<file path="src/rtl/kwm_pkg.sv">
// Shared types and constants for the k-way sorted run merger.
package kwm_pkg;

    localparam int KEY_W      = 32;
    localparam int RUN_IDX_W  = 2;
    localparam int MAX_RUN_W  = 4;
    localparam int MAX_SLOT_W = 6;

    localparam logic FUNC_LOAD  = 1'b0;
    localparam logic FUNC_MERGE = 1'b1;

    typedef enum logic [6:0] {
        S_IDLE      = 7'b0000001,
        S_PRIME     = 7'b0000010,
        S_PRIME_LD  = 7'b0000100,
        S_PICK      = 7'b0001000,
        S_REFILL    = 7'b0010000,
        S_EMIT_RD   = 7'b0100000,
        S_EMIT_WAIT = 7'b1000000
    } state_t;

    // Access to the run store: one write or one read per cycle.
    typedef struct packed {
        logic                    wr_en;
        logic                    rd_en;
        logic [MAX_RUN_W-1:0]    run;
        logic [MAX_SLOT_W-1:0]   slot;
        logic [KEY_W-1:0]        wdata;
    } store_req_t;

endpackage

</file>
<file path="src/rtl/kwm_in_if.sv">
// Request channel carrying load and merge requests.
interface kwm_in_if;
    import kwm_pkg::*;

    logic                        valid;
    logic                        ready;
    logic                        func;
    logic [RUN_IDX_W-1:0]        run_index;
    logic signed [KEY_W-1:0]     value;

    modport source (output valid, output func, output run_index, output value, input ready);
    modport sink   (input valid, input func, input run_index, input value, output ready);
endinterface

</file>
<file path="src/rtl/kwm_out_if.sv">
// Result channel carrying merged keys.
interface kwm_out_if;
    import kwm_pkg::*;

    logic                        valid;
    logic                        ready;
    logic signed [KEY_W-1:0]     key_out;
    logic [RUN_IDX_W-1:0]        source_run;
    logic                        is_last;
    logic                        overflowed;

    modport source (output valid, output key_out, output source_run, output is_last,
                    output overflowed, input ready);
    modport sink   (input valid, input key_out, input source_run, input is_last,
                    input overflowed, output ready);
endinterface

</file>
<file path="src/rtl/k_way_sorted_run_merger_top.sv">
// A load is written to the store RAM while idle; loads are taken one per cycle while no merge runs.
// Merge: the run heads are fetched from the store RAM one run at a time, then for each key the
// minimum head is picked and its run refilled over the store read port, then each result is read
// back from the merge buffer, largest first, into the output register, which a stalled sink holds.
// Reset clears run fills, head cursors, the overflow flag and control; RAMs keep contents.
module k_way_sorted_run_merger_top
    import kwm_pkg::*;
#(
    parameter int NUM_RUNS  = 4,
    parameter int RUN_DEPTH = 16
)
(
    input  logic        clk,
    input  logic        rst_n,
    kwm_in_if.sink      item,
    kwm_out_if.source   result
);

    localparam int TOTAL = NUM_RUNS * RUN_DEPTH;
    localparam int AW    = $clog2(TOTAL);
    localparam int RW    = $clog2(NUM_RUNS);
    localparam int FW    = $clog2(RUN_DEPTH + 1);
    localparam int CW    = $clog2(TOTAL + 1);
    localparam int BW    = RW + KEY_W;

    state_t                  state_reg, state_next;
    logic [FW-1:0]           fill_reg   [NUM_RUNS];
    logic [FW-1:0]           cursor_reg [NUM_RUNS];
    logic signed [KEY_W-1:0] head_reg   [NUM_RUNS];
    logic                    ovf_reg;
    logic                    ovf_out_reg;
    logic [CW-1:0]           cnt_reg;
    logic [AW-1:0]           emit_idx_reg;
    logic [RW-1:0]           run_ptr_reg;

    logic                    out_valid_reg;
    logic signed [KEY_W-1:0] out_key_reg;
    logic [RUN_IDX_W-1:0]    out_src_reg;
    logic                    out_last_reg;
    logic                    out_ovf_reg;

    logic                    in_acc;
    logic [RW-1:0]           run_idx;
    logic                    run_ok;
    logic                    found;
    logic [RW-1:0]           best_run;
    logic signed [KEY_W-1:0] best_val;
    logic [FW-1:0]           best_next;
    logic                    out_free;
    store_req_t              store_req;
    logic [KEY_W-1:0]        store_rdata;
    logic                    buf_wr_en;
    logic                    buf_rd_en;
    logic [BW-1:0]           buf_rd_data;

    assign item.ready = (state_reg == S_IDLE);
    assign in_acc     = item.valid && item.ready;
    assign run_idx    = RW'(item.run_index);
    assign run_ok     = (32'(item.run_index) < NUM_RUNS) && (fill_reg[run_idx] < FW'(RUN_DEPTH));
    assign out_free   = !out_valid_reg || result.ready;

    // Smallest head among runs that still hold keys; ties go to the lower run.
    always_comb
    begin
        found    = 1'b0;
        best_run = '0;
        best_val = '0;
        for (int r = 0; r < NUM_RUNS; r++)
        begin
            if (cursor_reg[r] < fill_reg[r])
            begin
                if (!found || (head_reg[r] < best_val))
                begin
                    found    = 1'b1;
                    best_run = RW'(r);
                    best_val = head_reg[r];
                end
            end
        end
    end

    assign best_next = cursor_reg[best_run] + FW'(1);

    always_comb
    begin
        store_req = '0;
        case (state_reg)
            S_IDLE:
            begin
                if (in_acc && (item.func == FUNC_LOAD) && run_ok)
                begin
                    store_req.wr_en = 1'b1;
                    store_req.run   = MAX_RUN_W'(run_idx);
                    store_req.slot  = MAX_SLOT_W'(fill_reg[run_idx]);
                    store_req.wdata = item.value;
                end
            end
            S_PRIME:
            begin
                store_req.rd_en = 1'b1;
                store_req.run   = MAX_RUN_W'(run_ptr_reg);
            end
            S_PICK:
            begin
                if (found && (best_next < fill_reg[best_run]))
                begin
                    store_req.rd_en = 1'b1;
                    store_req.run   = MAX_RUN_W'(best_run);
                    store_req.slot  = MAX_SLOT_W'(best_next);
                end
            end
            default:
            begin
                store_req = '0;
            end
        endcase
    end

    kwm_run_store #(
        .NUM_RUNS  (NUM_RUNS),
        .RUN_DEPTH (RUN_DEPTH)
    ) u_store (
        .clk   (clk),
        .req   (store_req),
        .rdata (store_rdata)
    );

    assign buf_wr_en = (state_reg == S_PICK) && found;
    assign buf_rd_en = (state_reg == S_EMIT_RD);

    kwm_merge_buf #(
        .DEPTH (TOTAL),
        .AW    (AW),
        .DW    (BW)
    ) u_buf (
        .clk     (clk),
        .wr_en   (buf_wr_en),
        .wr_addr (AW'(cnt_reg)),
        .wr_data ({best_run, best_val}),
        .rd_en   (buf_rd_en),
        .rd_addr (emit_idx_reg),
        .rd_data (buf_rd_data)
    );

    always_comb
    begin
        state_next = state_reg;
        case (state_reg)
            S_IDLE:
            begin
                if (in_acc && (item.func == FUNC_MERGE))
                begin
                    state_next = S_PRIME;
                end
            end
            S_PRIME:
            begin
                state_next = S_PRIME_LD;
            end
            S_PRIME_LD:
            begin
                state_next = (run_ptr_reg == RW'(NUM_RUNS - 1)) ? S_PICK : S_PRIME;
            end
            S_PICK:
            begin
                if (found)
                begin
                    state_next = S_REFILL;
                end
                else
                begin
                    state_next = (cnt_reg == '0) ? S_IDLE : S_EMIT_RD;
                end
            end
            S_REFILL:
            begin
                state_next = S_PICK;
            end
            S_EMIT_RD:
            begin
                state_next = S_EMIT_WAIT;
            end
            S_EMIT_WAIT:
            begin
                if (out_free)
                begin
                    state_next = (emit_idx_reg == '0) ? S_IDLE : S_EMIT_RD;
                end
            end
            default:
            begin
                state_next = S_IDLE;
            end
        endcase
    end

    always_ff @(posedge clk or negedge rst_n)
    begin
        if (!rst_n)
        begin
            state_reg    <= S_IDLE;
            ovf_reg      <= 1'b0;
            ovf_out_reg  <= 1'b0;
            cnt_reg      <= '0;
            emit_idx_reg <= '0;
            run_ptr_reg  <= '0;
            for (int r = 0; r < NUM_RUNS; r++)
            begin
                fill_reg[r]   <= '0;
                cursor_reg[r] <= '0;
            end
        end
        else
        begin
            state_reg <= state_next;
            case (state_reg)
                S_IDLE:
                begin
                    if (in_acc)
                    begin
                        if (item.func == FUNC_LOAD)
                        begin
                            if (run_ok)
                            begin
                                fill_reg[run_idx] <= fill_reg[run_idx] + FW'(1);
                            end
                            else
                            begin
                                ovf_reg <= 1'b1;
                            end
                        end
                        else
                        begin
                            cnt_reg     <= '0;
                            run_ptr_reg <= '0;
                            for (int r = 0; r < NUM_RUNS; r++)
                            begin
                                cursor_reg[r] <= '0;
                            end
                        end
                    end
                end
                S_PRIME_LD:
                begin
                    run_ptr_reg <= run_ptr_reg + RW'(1);
                end
                S_PICK:
                begin
                    if (found)
                    begin
                        cursor_reg[best_run] <= best_next;
                        run_ptr_reg          <= best_run;
                        cnt_reg              <= cnt_reg + CW'(1);
                    end
                    else
                    begin
                        // Merge done: runs emptied, drop flag latched for the results.
                        ovf_out_reg  <= ovf_reg;
                        ovf_reg      <= 1'b0;
                        emit_idx_reg <= AW'(cnt_reg - CW'(1));
                        for (int r = 0; r < NUM_RUNS; r++)
                        begin
                            fill_reg[r]   <= '0;
                            cursor_reg[r] <= '0;
                        end
                    end
                end
                S_EMIT_WAIT:
                begin
                    if (out_free)
                    begin
                        emit_idx_reg <= emit_idx_reg - AW'(1);
                    end
                end
                default:
                begin
                end
            endcase
        end
    end

    // Head registers are payload: loaded from the store in the cycle after the read is issued.
    always_ff @(posedge clk)
    begin
        if ((state_reg == S_PRIME_LD) || (state_reg == S_REFILL))
        begin
            head_reg[run_ptr_reg] <= store_rdata;
        end
    end

    always_ff @(posedge clk or negedge rst_n)
    begin
        if (!rst_n)
        begin
            out_valid_reg <= 1'b0;
        end
        else if ((state_reg == S_EMIT_WAIT) && out_free)
        begin
            out_valid_reg <= 1'b1;
        end
        else if (result.ready)
        begin
            out_valid_reg <= 1'b0;
        end
    end

    always_ff @(posedge clk)
    begin
        if ((state_reg == S_EMIT_WAIT) && out_free)
        begin
            out_key_reg  <= buf_rd_data[KEY_W-1:0];
            out_src_reg  <= RUN_IDX_W'(buf_rd_data[BW-1:KEY_W]);
            out_last_reg <= (emit_idx_reg == '0);
            out_ovf_reg  <= ovf_out_reg;
        end
    end

    assign result.valid      = out_valid_reg;
    assign result.key_out    = out_key_reg;
    assign result.source_run = out_src_reg;
    assign result.is_last    = out_last_reg;
    assign result.overflowed = out_ovf_reg;

endmodule

</file>
<file path="src/rtl/kwm_run_store.sv">
// Run store: all runs in one synchronous RAM, addressed by run and slot.
module kwm_run_store
    import kwm_pkg::*;
#(
    parameter int NUM_RUNS  = 4,
    parameter int RUN_DEPTH = 16
)
(
    input  logic                clk,
    input  store_req_t          req,
    output logic [KEY_W-1:0]    rdata
);

    localparam int TOTAL = NUM_RUNS * RUN_DEPTH;
    localparam int AW    = $clog2(TOTAL);
    localparam int RW    = $clog2(NUM_RUNS);
    localparam int SW    = (RUN_DEPTH > 1) ? $clog2(RUN_DEPTH) : 1;

    logic [KEY_W-1:0] mem [TOTAL];
    logic [KEY_W-1:0] rdata_reg;
    logic [AW-1:0]    addr;

    assign addr = AW'(req.run[RW-1:0]) * AW'(RUN_DEPTH) + AW'(req.slot[SW-1:0]);

    always_ff @(posedge clk)
    begin
        if (req.wr_en)
        begin
            mem[addr] <= req.wdata;
        end
        if (req.rd_en)
        begin
            rdata_reg <= mem[addr];
        end
    end

    assign rdata = rdata_reg;

endmodule

</file>
<file path="src/rtl/kwm_merge_buf.sv">
// Merge buffer: ascending merged keys with their run, read back in reverse.
module kwm_merge_buf
#(
    parameter int DEPTH = 64,
    parameter int AW    = 6,
    parameter int DW    = 34
)
(
    input  logic            clk,
    input  logic            wr_en,
    input  logic [AW-1:0]   wr_addr,
    input  logic [DW-1:0]   wr_data,
    input  logic            rd_en,
    input  logic [AW-1:0]   rd_addr,
    output logic [DW-1:0]   rd_data
);

    logic [DW-1:0] mem [DEPTH];
    logic [DW-1:0] rd_data_reg;

    always_ff @(posedge clk)
    begin
        if (wr_en)
        begin
            mem[wr_addr] <= wr_data;
        end
        if (rd_en)
        begin
            rd_data_reg <= mem[rd_addr];
        end
    end

    assign rd_data = rd_data_reg;

endmodule

</file>
<file path="src/flat_wrapper.sv">
// flat-port wrapper written by rule: the top's interface ports become plain ports
module k_way_sorted_run_merger_top_flat import kwm_pkg::*;
#(
    parameter int NUM_RUNS  = 4,
    parameter int RUN_DEPTH = 16
)
  (clk, rst_n, item_valid, item_func, item_run_index, item_value, item_ready, result_valid, result_key_out, result_source_run, result_is_last, result_overflowed, result_ready);
  kwm_in_if item_i ();
  kwm_out_if result_i ();
  input  logic clk;
  input  logic rst_n;
  input wire logic [$bits(item_i.valid)-1:0] item_valid;
  input wire logic [$bits(item_i.func)-1:0] item_func;
  input wire logic [$bits(item_i.run_index)-1:0] item_run_index;
  input wire logic [$bits(item_i.value)-1:0] item_value;
  output wire logic [$bits(item_i.ready)-1:0] item_ready;
  output wire logic [$bits(result_i.valid)-1:0] result_valid;
  output wire logic [$bits(result_i.key_out)-1:0] result_key_out;
  output wire logic [$bits(result_i.source_run)-1:0] result_source_run;
  output wire logic [$bits(result_i.is_last)-1:0] result_is_last;
  output wire logic [$bits(result_i.overflowed)-1:0] result_overflowed;
  input wire logic [$bits(result_i.ready)-1:0] result_ready;
  assign item_i.valid = item_valid;
  assign item_i.func = item_func;
  assign item_i.run_index = item_run_index;
  assign item_i.value = item_value;
  assign item_ready = item_i.ready;
  assign result_valid = result_i.valid;
  assign result_key_out = result_i.key_out;
  assign result_source_run = result_i.source_run;
  assign result_is_last = result_i.is_last;
  assign result_overflowed = result_i.overflowed;
  assign result_i.ready = result_ready;
  k_way_sorted_run_merger_top #(.NUM_RUNS(NUM_RUNS), .RUN_DEPTH(RUN_DEPTH)) u_core (.clk(clk), .rst_n(rst_n), .item(item_i), .result(result_i));
endmodule
</file>
<file path="config.mk">
export PLATFORM = sky130hd
export DESIGN_NAME = k_way_sorted_run_merger_top_flat
export DESIGN_NICKNAME = d
export VERILOG_FILES = /design/src/rtl/kwm_pkg.sv /design/src/rtl/kwm_in_if.sv /design/src/rtl/kwm_out_if.sv /design/src/rtl/k_way_sorted_run_merger_top.sv /design/src/rtl/kwm_run_store.sv /design/src/rtl/kwm_merge_buf.sv /design/src/flat_wrapper.sv
export SDC_FILE = /design/constraint.sdc
export NUM_CORES = 2
export LEC_CHECK = 0
export CAP_MARGIN = 15
export CORE_MARGIN = 2
export CORE_UTILIZATION = 41
export DETAILED_ROUTE_END_ITERATION = 8
export DONT_BUFFER_PORTS = 1
export PLACE_DENSITY = 0.52
export SYNTH_ARGS = -nofsm -noshare
export SYNTH_HDL_FRONTEND = slang
export SYNTH_HIERARCHICAL = 1
export SYNTH_MEMORY_MAX_BITS = 65536
export SYNTH_SLANG_ARGS = --single-unit
</file>
<file path="constraint.sdc">
create_clock -name clk -period 18.6 [get_ports clk]
set_clock_uncertainty 0.05 [all_clocks]
set_input_delay 0 -clock clk [delete_from_list [all_inputs] [get_ports clk]]
set_output_delay 0 -clock clk [all_outputs]
set_load 0.05 [all_outputs]
</file>
== Yosys cells after proc, flatten, opt, wreduce, memory -nomap -nowiden ==
Memories as Yosys holds them, arrays and structs flattened. A register that Yosys moved wholly into a read port is not among the register bits.
Index checks and enable logic that the tools add are counted.
Widths: inputs -> output; s select.
Storage, ports and cells
  memories: 3
  output and inout port bits: 38
  latch bits: 0
  input port bits: 39
  word-level logic and storage cells: 178
  bits in writable memories: 4352
  register bits: 101
  memory bits (read-only): 0
Cells by class
  divide/modulo/power cells: 0
  reduce and logical (&&, ||, !) cells: 32
  shifts and indexed selects: 0
  $mul: 0
  $add $sub $neg: 7
  multiplexer cells: 83
  bitwise operators: 4
  order comparisons: 13
  eq/ne operators: 17
Memories
  u_core.u_buf.mem: words 64, bits a word 34, read ports 1, clocked after memory_dff 1, write ports 1, line kwm_merge_buf.sv:18  | logic [DW-1:0] mem [DEPTH];
  u_core.u_store.mem: words 64, bits a word 32, read ports 1, clocked after memory_dff 1, write ports 1, line kwm_run_store.sv:19  | logic [KEY_W-1:0] mem [TOTAL];
  u_core.head_reg: words 4, bits a word 32, read ports 4, clocked after memory_dff 0, write ports 1, line k_way_sorted_run_merger_top.sv:29  | logic signed [KEY_W-1:0] head_reg [NUM_RUNS];
Operator list (number)
  $mux 32: 8
  $mux 20: 7
  $lt 32x32->1: 3
  $pmux 20 s2: 2
  $pmux 7 s7: 1
  $mux 7: 6
  $bwmux 20: 2
  $mux 40: 1
  $mux 5: 8
  $bmux 5 s2: 3
  $lt 5x5->1: 5
  $mux 6: 4
  $mux 1: 22
  $demux 5 s2: 2
  $mux 2: 8
  $ne 2x2->1 const B: 7
  $pmux 7 s2: 1
  $pmux 2 s3: 2
  $pmux 6 s2: 1
  $sub 6x1->6 const B: 2
  $mux 11: 1
  $add 5x1->5 const B: 2
  $reduce_and 5->1: 2
  $logic_and 1x1->1: 9
  29 further kinds: 47

== Depth between registers and ports, before layout ==
  depth after elaboration: 24
  depth in mapped cells: 75
  gate-level depth less buffers: 59

== Hierarchy ==
The synthesis kept the hierarchy.
Modules (own cells, without submodules)
  kwm_merge_buf: times used 1, cells an instance 3744, area each 84114.4 µm², seq. area each 66363.6 µm²
  kwm_run_store: times used 1, cells an instance 4239, area each 79248.5 µm², seq. area each 62459.9 µm²
  k_way_sorted_run_merger_top: times used 1, cells an instance 1208, area each 12876.1 µm², seq. area each 6552.5 µm²

== Least setup slack after synthesis ==
No wires, ideal clock.
  path kind: register to register
  from: register u_core/fill_reg[17] (netlist name)
  to: memory u_core.u_store.mem[24][0] (netlist: u_core/u_store/mem[12][0]) (enable)
  arrival: 13.749 ns
  setup slack: 4.380 ns
  clock period less this slack: 14.220 ns
  path buffers: 14
  library setup time: 0.421 ns
  required time: 18.129 ns
  stages on the path, launching flop included: 67
  cells stage by stage: dfrtp_1 inv_1 ha_1 a21oi_1 o21ai_2 a21o_1 a21oi_2 clkbuf_1 nand2_1 ha_1 nand2_1 nor4_1 o21ai_0 o221ai_1 a21oi_2 xnor2_1 o21a_1 buf_2 [31 not listed] nand3_1 mux2i_1 xor2_1 mux2_2 inv_1 ha_1 a21oi_1 nand3_1 a21oi_1 a22o_1 buf_2 buf_2 buf_2 buf_2 buf_2 buf_2 nand3_1 nor2_1
RTL lines
  from (decl): line k_way_sorted_run_merger_top.sv:27  | logic [FW-1:0] fill_reg [NUM_RUNS];
  from (signal, indexed assignment): line k_way_sorted_run_merger_top.sv:225  | fill_reg[run_idx] <= fill_reg[run_idx] + FW'(1);
  to (decl): line kwm_run_store.sv:19

==> summary.txt <==
Status
  • Outcome: finished, final reports clean

Final layout
  • Layout cells sized above 1: 21.4%
  • Syn-to-layout area delta: 14.3%
  • Area of the multi-input gates: a little under 40000 sq um
  • Storage cell area: between 100000 and 150000 sq um
  • Max reg flops: approximately 2200
  • Nets@finish: just under 10000
  • Fill cells: 35831
  • Most frequent cells in the layout: 4454 x edfxtp_1, 573 x mux4_2, 461 x clkbuf_16
  • Commonest non-fill, non-tap cell in the layout: edfxtp_1

STA
  • Final WS setup: roughly 1.3 ns
  • Post-route minimum period: approximately 17 ns
  • Slew @ Worst Pin: ~1.2 ns
  • Final setup fails: 0
  • Slew margin rel.: between 10% and 20%
  • TNS Setup: 0 ns
  • Slew Viols, Final: 0
  • Final period util: 93.3%
  • WHS: between 0.05 and 0.06 ns
  • Final hold viol count: 0
  • Fmax: about 58 MHz
  • RSZ-0062 raised after global routing: false

Critical path
  • Slowest-stage cell, CP: a2111oi_0
  • Crit path from: u_core/fill_reg[17]
  • CP Launch Type: flip-flop
  • FF-to-FF path depth: 66
  • R2R setup slack: between 1 and 1.5 ns
  • Worst Setup End Kind: flip-flop
  • Data arrival, critical path: between 15 and 20 ns
  • Reg-to-Reg Start: u_core/fill_reg[17]
  • Worst Setup Path Type: reg -> reg
  • WP depth: 66
  • Setup crit end: u_core/u_store/rdata[6]
  • Critical-path maximum fanout: 59
  • Buffers plus inverters on the worst setup path: 11
  • Worst r2r dst: u_core/u_store/rdata[6]
  • CP required: between 15 and 20 ns
  • CP peak stage delay: 0.96 ns
  • Top Family by Delay on Critical Path: compound AO/OA/AOI/OAI gates
  • Cell mode on critical path: ha_1

Drt
  • Post-Route WL: 538000 microns
  • DR DRC count: 0
  • Initial DRT Pass Iterations: 6
  • ANT nets after route: 0
  • DR iter-0 viols: approximately 11000
  • Via total after detailed routing: around 95000
  • Vias/cell: 6.04
  • WL per Instance: roughly 34 microns

Synth
  • Synthesized instance count: a little over 9000
  • Syn Area/Cell: roughly 19 sq um
  • Synth Cell Area: ~180000 sq um
  • Yosys warns: 6
  • Syn nets: 9350

CTS
  • CTS root buffer: clkbuf_16
  • Worst-Skew Late Latency: 1.01 ns
  • Worst-path clk slew: approximately 0.060 ns
  • TritonCTS Buffers: around 460
  • TritonCTS clock tree: yes
  • Clk sinks: between 4000 and 5000
  • Post-CTS Resized: 0
  • Bufs on Longest Clock Path: 4
  • H-tree depth: 5

Power
  • Worst IR drop on VDD: approximately 0.09 mV
  • Share of total power in combinational logic: less than 1%
  • Pint: roughly 16 mW
  • Pwr/cell area: 101 nW/um^2
  • Power Total: roughly 20 mW
  • Flop pwr share: ~55%
  • Proportion of power drawn by the clock network: 44.7%
  • P_leak: 68.0 nW
  • Sw frac: 20.1%
  • Sw Pwr: slightly above 4 mW

GRT
  • Vias in the first global route: 95284
  • Grt total ovfl: 0
  • First-pass GRT wire length: 750000 microns
  • Largest net degree at the start of global routing: 100
  • Gr usage total: between 20% and 30%
  • Antenna violations before repair: 44

Floorplan
  • DIE HEIGHT: around 660 microns
  • Die area: about 440000 sq um
  • # IOs: a little under 80
  • Initial Util: between 40 and 50%
  • Core Region: around 430000 sq um
  • Rows: 240
  • Die Wd: ~660 microns

Hold path
  • Hold Path Class: in -> reg
  • Hold Path Stages: 2

Place
  • Placer Congestion: roughly 0.86
  • Port Buffers: 0
  • DP HPWL: between 300000 and 400000 microns
  • DP Worst Slack: 1.50 ns

Job
  • Max Cap Violations: 0
==> power by group through the flow <==
stage / Clock [mW] / Combinational (mW) / Sequential [mW]
2_1_floorplan: 0 / 0.0610 / 11.3
3_3_place_gp: 0 / 0.120 / 11.3
3_5_place_dp: 0 / 0.127 / 11.3
4_1_cts: 9.25 / 0.141 / 11.1
5_1_grt: 9.61 / 0.151 / 11.1
6_report: 9.09 / 0.139 / 11.1
==> through the flow <==
stage	std cells	area, sq um	utilization [%]
after floorplan	9189	176000	-
after global placement	14755	186000	43.5
after detailed placement	14759	186000	43.5
after CTS	15665	201000	47.1
after global routing	15689	201000	47.1
final	15707	201000	47.1
==> timing repair <==
| item | 4_1_cts | 5_1_grt |
|---|---|---|
| setup buffers | 0 | 0 |
| hold endpoints to repair | 2229 | 0 |
| hold buffers | 54 | 0 |
| endpoints found under the setup margin | 0 | 0 |
==> final cells by class <==
class | instances | share of cell area, %
sequential | 4519 | 67.2
multi-input combinational | 4065 | 19.7
clock buffer | 557 | 5.90
tap | 5687 | 3.53
timing repair buffer | 498 | 2.16
clock inverter | 295 | 1.39
inverter | 45 | 0.0876
antenna | 41 | 0.0509
==> how the worst min path moves through the flow <==
stage | start | endpoint
after global placement | rst_n | u_core/ovf_reg
after CTS | item_run_index[0] | u_core/fill_reg[1]
after global routing | item_value[0] | u_core/u_store/mem[19][0]
after floorplan | rst_n | u_core/cnt_reg[0]
final | item_value[0] | u_core/u_store/mem[19][0]
after detailed placement | rst_n | u_core/fill_reg[3]
==> per-layer routing <==
metal	part of all wire (%)	GRT usage (%)	up-vias
met2	50	42.0	3587
met5	0.019	0	-
li1	-	-	39052
met4	4.3	9.31	16
met3	5.9	2.99	900
met1	39	31.5	51307
No activity file was read; power rests on OpenSTA's default activity.
